### src/hw/rtl/c8i_pkg.sv
// Shared types, opcode codes and constants of the CHIP-8 core.
package c8i_pkg;

    // Memory and display geometry
    localparam int          C_MEM_AW        = 12;
    localparam logic [11:0] C_PROGRAM_START = 12'h200;
    localparam logic [11:0] C_FONT_START    = 12'h050;
    localparam logic [11:0] C_FONT_LEN      = 12'd80;
    localparam int          C_SCREEN_WIDTH  = 64;
    localparam logic [63:0] C_COL_MASK      = ~(64'hFFFF_FFFF_FFFF_FFFF >> C_SCREEN_WIDTH);

    // Hex digit glyphs, five bytes each
    localparam logic [7:0] C_FONT [80] = '{
        8'hF0, 8'h90, 8'h90, 8'h90, 8'hF0, 8'h20, 8'h60, 8'h20, 8'h20, 8'h70,
        8'hF0, 8'h10, 8'hF0, 8'h80, 8'hF0, 8'hF0, 8'h10, 8'hF0, 8'h10, 8'hF0,
        8'h90, 8'h90, 8'hF0, 8'h10, 8'h10, 8'hF0, 8'h80, 8'hF0, 8'h10, 8'hF0,
        8'hF0, 8'h80, 8'hF0, 8'h90, 8'hF0, 8'hF0, 8'h10, 8'h20, 8'h40, 8'h40,
        8'hF0, 8'h90, 8'hF0, 8'h90, 8'hF0, 8'hF0, 8'h90, 8'hF0, 8'h10, 8'hF0,
        8'hF0, 8'h90, 8'hF0, 8'h90, 8'h90, 8'hE0, 8'h90, 8'hE0, 8'h90, 8'hE0,
        8'hF0, 8'h80, 8'h80, 8'h80, 8'hF0, 8'hE0, 8'h90, 8'h90, 8'h90, 8'hE0,
        8'hF0, 8'h80, 8'hF0, 8'h80, 8'hF0, 8'hF0, 8'h80, 8'hF0, 8'h80, 8'h80
    };

    // Host commands
    typedef enum logic [1:0] {
        CMD_WRITE = 2'd0,
        CMD_READ  = 2'd1,
        CMD_EXEC  = 2'd2,
        CMD_ROW   = 2'd3
    } t_command;

    // Opcode groups (top nibble)
    localparam logic [3:0] OPG_SYS  = 4'h0;
    localparam logic [3:0] OPG_JP   = 4'h1;
    localparam logic [3:0] OPG_CALL = 4'h2;
    localparam logic [3:0] OPG_SEI  = 4'h3;
    localparam logic [3:0] OPG_SNEI = 4'h4;
    localparam logic [3:0] OPG_SER  = 4'h5;
    localparam logic [3:0] OPG_LDI  = 4'h6;
    localparam logic [3:0] OPG_ADDI = 4'h7;
    localparam logic [3:0] OPG_ALU  = 4'h8;
    localparam logic [3:0] OPG_SNER = 4'h9;
    localparam logic [3:0] OPG_LDIX = 4'hA;
    localparam logic [3:0] OPG_JPV0 = 4'hB;
    localparam logic [3:0] OPG_RND  = 4'hC;
    localparam logic [3:0] OPG_DRW  = 4'hD;
    localparam logic [3:0] OPG_KEY  = 4'hE;
    localparam logic [3:0] OPG_MISC = 4'hF;

    // Low byte selectors
    localparam logic [7:0] KK_CLS    = 8'hE0;
    localparam logic [7:0] KK_RET    = 8'hEE;
    localparam logic [7:0] KK_SKP    = 8'h9E;
    localparam logic [7:0] KK_SKNP   = 8'hA1;
    localparam logic [7:0] KK_LDDT   = 8'h07;
    localparam logic [7:0] KK_WAITK  = 8'h0A;
    localparam logic [7:0] KK_SETDT  = 8'h15;
    localparam logic [7:0] KK_ADDIX  = 8'h1E;
    localparam logic [7:0] KK_FONT   = 8'h29;
    localparam logic [7:0] KK_BCD    = 8'h33;
    localparam logic [7:0] KK_STORE  = 8'h55;
    localparam logic [7:0] KK_LOAD   = 8'h65;

    // ALU selectors (low nibble of 8xyN)
    localparam logic [3:0] ALU_MOV  = 4'h0;
    localparam logic [3:0] ALU_OR   = 4'h1;
    localparam logic [3:0] ALU_AND  = 4'h2;
    localparam logic [3:0] ALU_XOR  = 4'h3;
    localparam logic [3:0] ALU_ADD  = 4'h4;
    localparam logic [3:0] ALU_SUB  = 4'h5;
    localparam logic [3:0] ALU_SHR  = 4'h6;
    localparam logic [3:0] ALU_SUBN = 4'h7;
    localparam logic [3:0] ALU_SHL  = 4'hE;

    localparam logic [3:0] REG_VF = 4'hF;

    // Words on the two channels
    typedef struct packed {
        logic [1:0]  command;
        logic [11:0] address;
        logic [7:0]  write_data;
        logic [15:0] keys_pressed;
    } t_in_word;

    typedef struct packed {
        logic [63:0] read_data;
        logic [11:0] program_counter;
        logic        waiting_for_key;
        logic        unimplemented;
    } t_out_word;

    // Datapath micro-operations
    typedef enum logic [4:0] {
        U_NONE,
        U_CLEAR,
        U_ACCEPT,
        U_MEM_CAP,
        U_ROW_CAP,
        U_FETCH_HI,
        U_FETCH_LO,
        U_VX_CAP,
        U_VY_CAP,
        U_EXEC,
        U_ALU_VF,
        U_WRX,
        U_DRW_MOD,
        U_DRW_RD,
        U_DRW_XOR,
        U_DRW_VF,
        U_BCD,
        U_STR_RD,
        U_STR_WR,
        U_LD_RD,
        U_LD_WR
    } t_uop;

    typedef struct packed {
        t_uop uop;
        logic load_out;
    } t_cmd;

    typedef struct packed {
        t_command in_cmd;
        logic [15:0] op;
        logic clr_last;
        logic cnt_eq_n;
        logic cnt_eq_x;
        logic bcd_last;
        logic sy_out;
        logic keys_none;
    } t_status;

endpackage

### src/hw/rtl/c8i_ctrl.sv
// Sequencer of the CHIP-8 core: steps the datapath through each command.
module c8i_ctrl (
    input  logic            i_clk,
    input  logic            i_rst_n,
    input  logic            i_in_valid,
    output logic            o_in_ready,
    output logic            o_out_valid,
    input  logic            i_out_ready,
    input  c8i_pkg::t_status i_status,
    output c8i_pkg::t_cmd   o_cmd
);
    import c8i_pkg::*;

    typedef enum logic [4:0] {
        S_CLEAR, S_IDLE, S_MEM_CAP, S_ROW_CAP, S_FETCH_HI, S_FETCH_LO,
        S_READ_VX, S_READ_VY, S_EXEC, S_ALU_VF, S_WRX, S_DRW_MOD, S_DRW_RD,
        S_DRW_XOR, S_DRW_VF, S_BCD, S_STR_RD, S_STR_WR, S_LD_RD, S_LD_WR,
        S_DONE
    } t_state;

    t_state r_state, n_state;
    logic   r_out_valid, n_out_valid;
    logic   in_fire;
    logic   alu_flag, alu_plain;
    logic [3:0] grp, alu;
    logic [7:0] kk;

    assign grp = i_status.op[15:12];
    assign kk  = i_status.op[7:0];
    assign alu = i_status.op[3:0];
    assign alu_flag  = (alu == ALU_ADD) || (alu == ALU_SUB) || (alu == ALU_SHR) ||
                       (alu == ALU_SUBN) || (alu == ALU_SHL);
    assign alu_plain = (alu == ALU_MOV) || (alu == ALU_OR) || (alu == ALU_AND) ||
                       (alu == ALU_XOR);

    assign o_in_ready  = (r_state == S_IDLE);
    assign in_fire     = i_in_valid && o_in_ready;
    assign o_out_valid = r_out_valid;

    // Next state and datapath command
    always_comb begin
        n_state      = r_state;
        n_out_valid  = r_out_valid && !i_out_ready;
        o_cmd.uop    = U_NONE;
        o_cmd.load_out = 1'b0;
        case (r_state)
            S_CLEAR: begin
                o_cmd.uop = U_CLEAR;
                if (i_status.clr_last) begin
                    n_state = S_IDLE;
                end
            end
            S_IDLE: begin
                if (in_fire) begin
                    o_cmd.uop = U_ACCEPT;
                    case (i_status.in_cmd)
                        CMD_WRITE: n_state = S_DONE;
                        CMD_READ:  n_state = S_MEM_CAP;
                        CMD_EXEC:  n_state = S_FETCH_HI;
                        CMD_ROW:   n_state = S_ROW_CAP;
                        default:   n_state = S_DONE;
                    endcase
                end
            end
            S_MEM_CAP: begin
                o_cmd.uop = U_MEM_CAP;
                n_state   = S_DONE;
            end
            S_ROW_CAP: begin
                o_cmd.uop = U_ROW_CAP;
                n_state   = S_DONE;
            end
            S_FETCH_HI: begin
                o_cmd.uop = U_FETCH_HI;
                n_state   = S_FETCH_LO;
            end
            S_FETCH_LO: begin
                o_cmd.uop = U_FETCH_LO;
                n_state   = S_READ_VX;
            end
            S_READ_VX: begin
                o_cmd.uop = U_VX_CAP;
                n_state   = S_READ_VY;
            end
            S_READ_VY: begin
                o_cmd.uop = U_VY_CAP;
                n_state   = S_EXEC;
            end
            S_EXEC: begin
                o_cmd.uop = U_EXEC;
                n_state   = S_DONE;
                case (grp)
                    OPG_LDI, OPG_ADDI: n_state = S_WRX;
                    OPG_ALU: begin
                        if (alu_flag) begin
                            n_state = S_ALU_VF;
                        end else if (alu_plain) begin
                            n_state = S_WRX;
                        end
                    end
                    OPG_DRW: n_state = S_DRW_MOD;
                    OPG_MISC: begin
                        case (kk)
                            KK_LDDT:  n_state = S_WRX;
                            KK_WAITK: n_state = i_status.keys_none ? S_DONE : S_WRX;
                            KK_BCD:   n_state = S_BCD;
                            KK_STORE: n_state = S_STR_RD;
                            KK_LOAD:  n_state = S_LD_RD;
                            default:  n_state = S_DONE;
                        endcase
                    end
                    default: n_state = S_DONE;
                endcase
            end
            S_ALU_VF: begin
                o_cmd.uop = U_ALU_VF;
                n_state   = S_WRX;
            end
            S_WRX: begin
                o_cmd.uop = U_WRX;
                n_state   = S_DONE;
            end
            S_DRW_MOD: begin
                o_cmd.uop = U_DRW_MOD;
                n_state   = S_DRW_RD;
            end
            S_DRW_RD: begin
                // stop at the sprite height or the bottom edge
                if (i_status.cnt_eq_n || i_status.sy_out) begin
                    n_state = S_DRW_VF;
                end else begin
                    o_cmd.uop = U_DRW_RD;
                    n_state   = S_DRW_XOR;
                end
            end
            S_DRW_XOR: begin
                o_cmd.uop = U_DRW_XOR;
                n_state   = S_DRW_RD;
            end
            S_DRW_VF: begin
                o_cmd.uop = U_DRW_VF;
                n_state   = S_DONE;
            end
            S_BCD: begin
                o_cmd.uop = U_BCD;
                if (i_status.bcd_last) begin
                    n_state = S_DONE;
                end
            end
            S_STR_RD: begin
                o_cmd.uop = U_STR_RD;
                n_state   = S_STR_WR;
            end
            S_STR_WR: begin
                o_cmd.uop = U_STR_WR;
                n_state   = i_status.cnt_eq_x ? S_DONE : S_STR_RD;
            end
            S_LD_RD: begin
                o_cmd.uop = U_LD_RD;
                n_state   = S_LD_WR;
            end
            S_LD_WR: begin
                o_cmd.uop = U_LD_WR;
                n_state   = i_status.cnt_eq_x ? S_DONE : S_LD_RD;
            end
            S_DONE: begin
                // hand the result to the output register once it is free
                if (!r_out_valid || i_out_ready) begin
                    o_cmd.load_out = 1'b1;
                    n_out_valid    = 1'b1;
                    n_state        = S_IDLE;
                end
            end
            default: n_state = S_IDLE;
        endcase
    end

    // Hold state and output valid
    always_ff @(posedge i_clk) begin
        if (!i_rst_n) begin
            r_state     <= S_CLEAR;
            r_out_valid <= 1'b0;
        end else begin
            r_state     <= n_state;
            r_out_valid <= n_out_valid;
        end
    end

    // A memory write finishes in the cycle after acceptance
    a_write_done: assert property (@(posedge i_clk) disable iff (!i_rst_n)
        (in_fire && i_status.in_cmd == CMD_WRITE) |=> (r_state == S_DONE))
        else $error("write command did not finish at once");

    // Execute passes fetch high, fetch low, Vx read and Vy read before execution
    a_exec_path: assert property (@(posedge i_clk) disable iff (!i_rst_n)
        (in_fire && i_status.in_cmd == CMD_EXEC) |=> ##4 (r_state == S_EXEC))
        else $error("execute did not reach the execute step in time");

    // The clearing pass runs once after reset only
    a_clear_once: assert property (@(posedge i_clk) disable iff (!i_rst_n)
        (r_state != S_CLEAR) |=> (r_state != S_CLEAR))
        else $error("clearing pass re-entered");

    // No input is taken while a result is still being produced
    a_no_accept_busy: assert property (@(posedge i_clk) disable iff (!i_rst_n)
        o_cmd.load_out |-> !o_in_ready)
        else $error("input taken while a result is pending");
endmodule

### config.mk
export PLATFORM = sky130hd
export DESIGN_NAME = c8i_ctrl
export DESIGN_NICKNAME = d
export VERILOG_FILES = /design/src/hw/rtl/c8i_pkg.sv /design/src/hw/rtl/c8i_ctrl.sv
export SDC_FILE = /design/constraint.sdc
export NUM_CORES = 1
export LEC_CHECK = 0
export BUFFER_PORTS_ARGS = -buffer_cell sky130_fd_sc_hd__buf_2
export CORE_UTILIZATION = 40
export DETAILED_ROUTE_END_ITERATION = 10
export PLACE_DENSITY = 0.67
export SLEW_MARGIN = 0
export SYNTH_ARGS = -nofsm -noshare
export SYNTH_HDL_FRONTEND = slang
export SYNTH_SLANG_ARGS = --single-unit
### constraint.sdc
create_clock -name i_clk -period 3.1 [get_ports i_clk]
set_input_delay 0.31 -clock i_clk [delete_from_list [all_inputs] [get_ports i_clk]]
set_output_delay 0.31 -clock i_clk [all_outputs]
set_load 0.1 [all_outputs]
==> impl_metrics.toml <==
[status]
status = "completed"

[hold_path]
min_path_type = "in -> reg"

[synth]
ys_seq_area_frac = 0.1266
synth_cells = 141
synth_cell_types = 46
ys_warn_count = 0
synth-seq-cells = 6
synth_edf_count = 0
yosys.area.top_type = "dfxtp_1"
syn_nets = 169
syn_area_sq_um = 948.4
synthArstFlopShare = 0
ys.flop_type = "dfxtp_1"
synth_top_area_frac = 0.1266
syn_avg_cell_area_sq_um = 6.726
synthTopCellsByArea = "dfxtp_1 (13%), a21oi_1 (6.3%), nor3_1 (5.8%), nand2_1 (5.5%), o21ai_0 (5.3%)"

[cells_and_area]
n_fill_cell = 252
finish.utilization = 0.5120
nNetsFinal = 197
synthToLayoutAreaGrowth_pct = 20.58
antenna_cells = 0
layout_common_cells = "buf_2 (31), nand2_1 (14), a21oi_1 (12)"
drive_above_1_share = 0.2695
final_common_cell = "buf_2"

[detailed_routing]
drt-total-wl_mm = 2.558
wl_per_cell_um = 13.12
drc = 0
routed_via_density = 6.015
drt_iter0_drc = 35
vias = 1173
antenna_left = 0
first_pass_iters = 4

[sta]
skew_ns = 0.005521
max_slew_margin = 0.4820
fmax_ghz = 0.4075
period_share = 0.7916
hold_viol_final = 0
finalSetupViolCount = 0
tightest_slew_ns = 0.7662
finalMaxSlewViolations = 0
rsz0062_at_grt = "no"
min_period_ns = 2.454

[power_and_ir_drop]
power_mw = 0.2955
p_leak_nw = 0.4374
power_density_mw_per_mm2 = 258.4
vdd_drop_max_v = 0.0001844

[clock_tree]
clkSinkCount = 6
clkSlewWorstSetupHoldPaths_ns = 0.04
post_cts_resized = 0
cts_tree = "done"
clockRootBuffer = "clkbuf_4"
clk_latency_ns = 0.24
clk_path_buf_depth = 2
holdBufCountCts = 0
post_cts_buffers = 0
cts-htree-levels = 1
cts_made_buffers = 3

[global_routing]
grt_pass1_wl_mm = 4.119
antenna_found_initial = 0
grt-ovfl-total = 0
grt_usage = 0.2029
grt_pass1_vias = 961
grt_start_max_net_pins = 22

[critical_path]
crit_path_max_fanout = 16
crit_path_start_kind = "register"
required_ns = 2.79
crit_type = "reg -> out"
cp.arrival_ns = 2.14
r2r_slack_ns = 0.93
endpoint_kind = "output pin"

[floorplanning]
core-area_sq_mm = 0.002233
die_w_um = 50.70
start_util = 0.4247
die-area_sq_mm = 0.002570
placementRows = 17
fp.dieH_um = 50.70
ios = 36

[placed_design]
port_buffers = 31
gp_congestion = 0.8501
dp_hpwl_mm = 1.933

[job]
cap_violations = 0
## synthesized netlist by cell type (all sizes together), types with 3 or more instances
| library cell | count |
|---|---|
| nand2 | 14 |
| a21oi | 12 |
| nor2 | 12 |
| nor3 | 11 |
| o21ai | 11 |
| clkbuf | 6 |
| dfxtp | 6 |
| nor2b | 6 |
| nor3b | 6 |
| a211oi | 4 |
| a31oi | 4 |
| inv | 4 |
| and3 | 3 |
| buf | 3 |
| nand2b | 3 |
| nand3b | 3 |
| nor4 | 3 |
## metal layers
layer  global-route usage  wire length (um)  vias up
met2               0.3400              1165       46
met4              0.02778                 0        0
li1                     -                 -      592
met1               0.2737              1228      535
met5                    0                 0        -
met3              0.03636               165        0
## power breakdown
group          internal, mW  total [mW]  switching (mW)
Sequential           0.0803      0.0861         0.00588
Clock                0.0437      0.0699          0.0263
Combinational        0.0454       0.139          0.0940
Total                 0.169       0.295           0.126
## final timing paths
check,endpoint,depth (start not counted),start
max,o_cmd[3],4,r_state[2]
min,o_out_valid,2,i_rst_n
max reg2reg,r_state[0],5,r_state[4]
min reg2reg,o_out_valid,2,o_out_valid
## stage by stage
stage / setup slack [ns] / cell area (sq um) / instances / hold slack (ns) / setup TNS (ns)
final: 0.6461 / 1144 / 195 / 0.3572 / 0
after detailed placement: 0.9250 / 1121 / 192 / 0.6081 / 0
after floorplan: -0.1644 / 975.9 / 141 / 0.4261 / -0.1644
after global placement: 0.9093 / 1121 / 192 / 0.6076 / 0
after global routing: 0.5149 / 1144 / 195 / 0.3772 / 0
after CTS: 0.6649 / 1144 / 195 / 0.3492 / 0
## state kept, by name, indices dropped and copies added (netlist names)
name / flops
o_out_valid: 1
r_state: 5
## cells by family (layout without fill, tap and decap cells)
| kind of cell | count (synthesis) | in the layout | share of synthesized area |
|---|---|---|---|
| muxes | 1 | 1 | 0.01187 |
| AOI/OAI and AO/OA | 45 | 45 | 0.3087 |
| buffers and inverters | 13 | 39 | 0.07124 |
| and+or+nand+nor | 74 | 74 | 0.4631 |
| xor gates and xnor gates | 2 | 2 | 0.01847 |
| DFF | 6 | 6 | 0.1267 |
## layout make-up
type | count | area [sq um] | area share
Tap cell | 28 | 35.03 | 0.03063
Clock buffer | 3 | 22.52 | 0.01969
Timing Repair Buffer | 32 | 162.7 | 0.1422
Sequential cell | 6 | 120.1 | 0.1050
Inverter | 4 | 15.01 | 0.01313
Multi-Input combinational cell | 122 | 788.3 | 0.6893
## critical path, stage by stage (launching register included)
cell      delay (ns)
dfxtp_1         0.47
nor2_1          0.53
nor2b_1         0.23
a211oi_2        0.22
buf_2           0.45
Power figures use the tool's default switching activity.
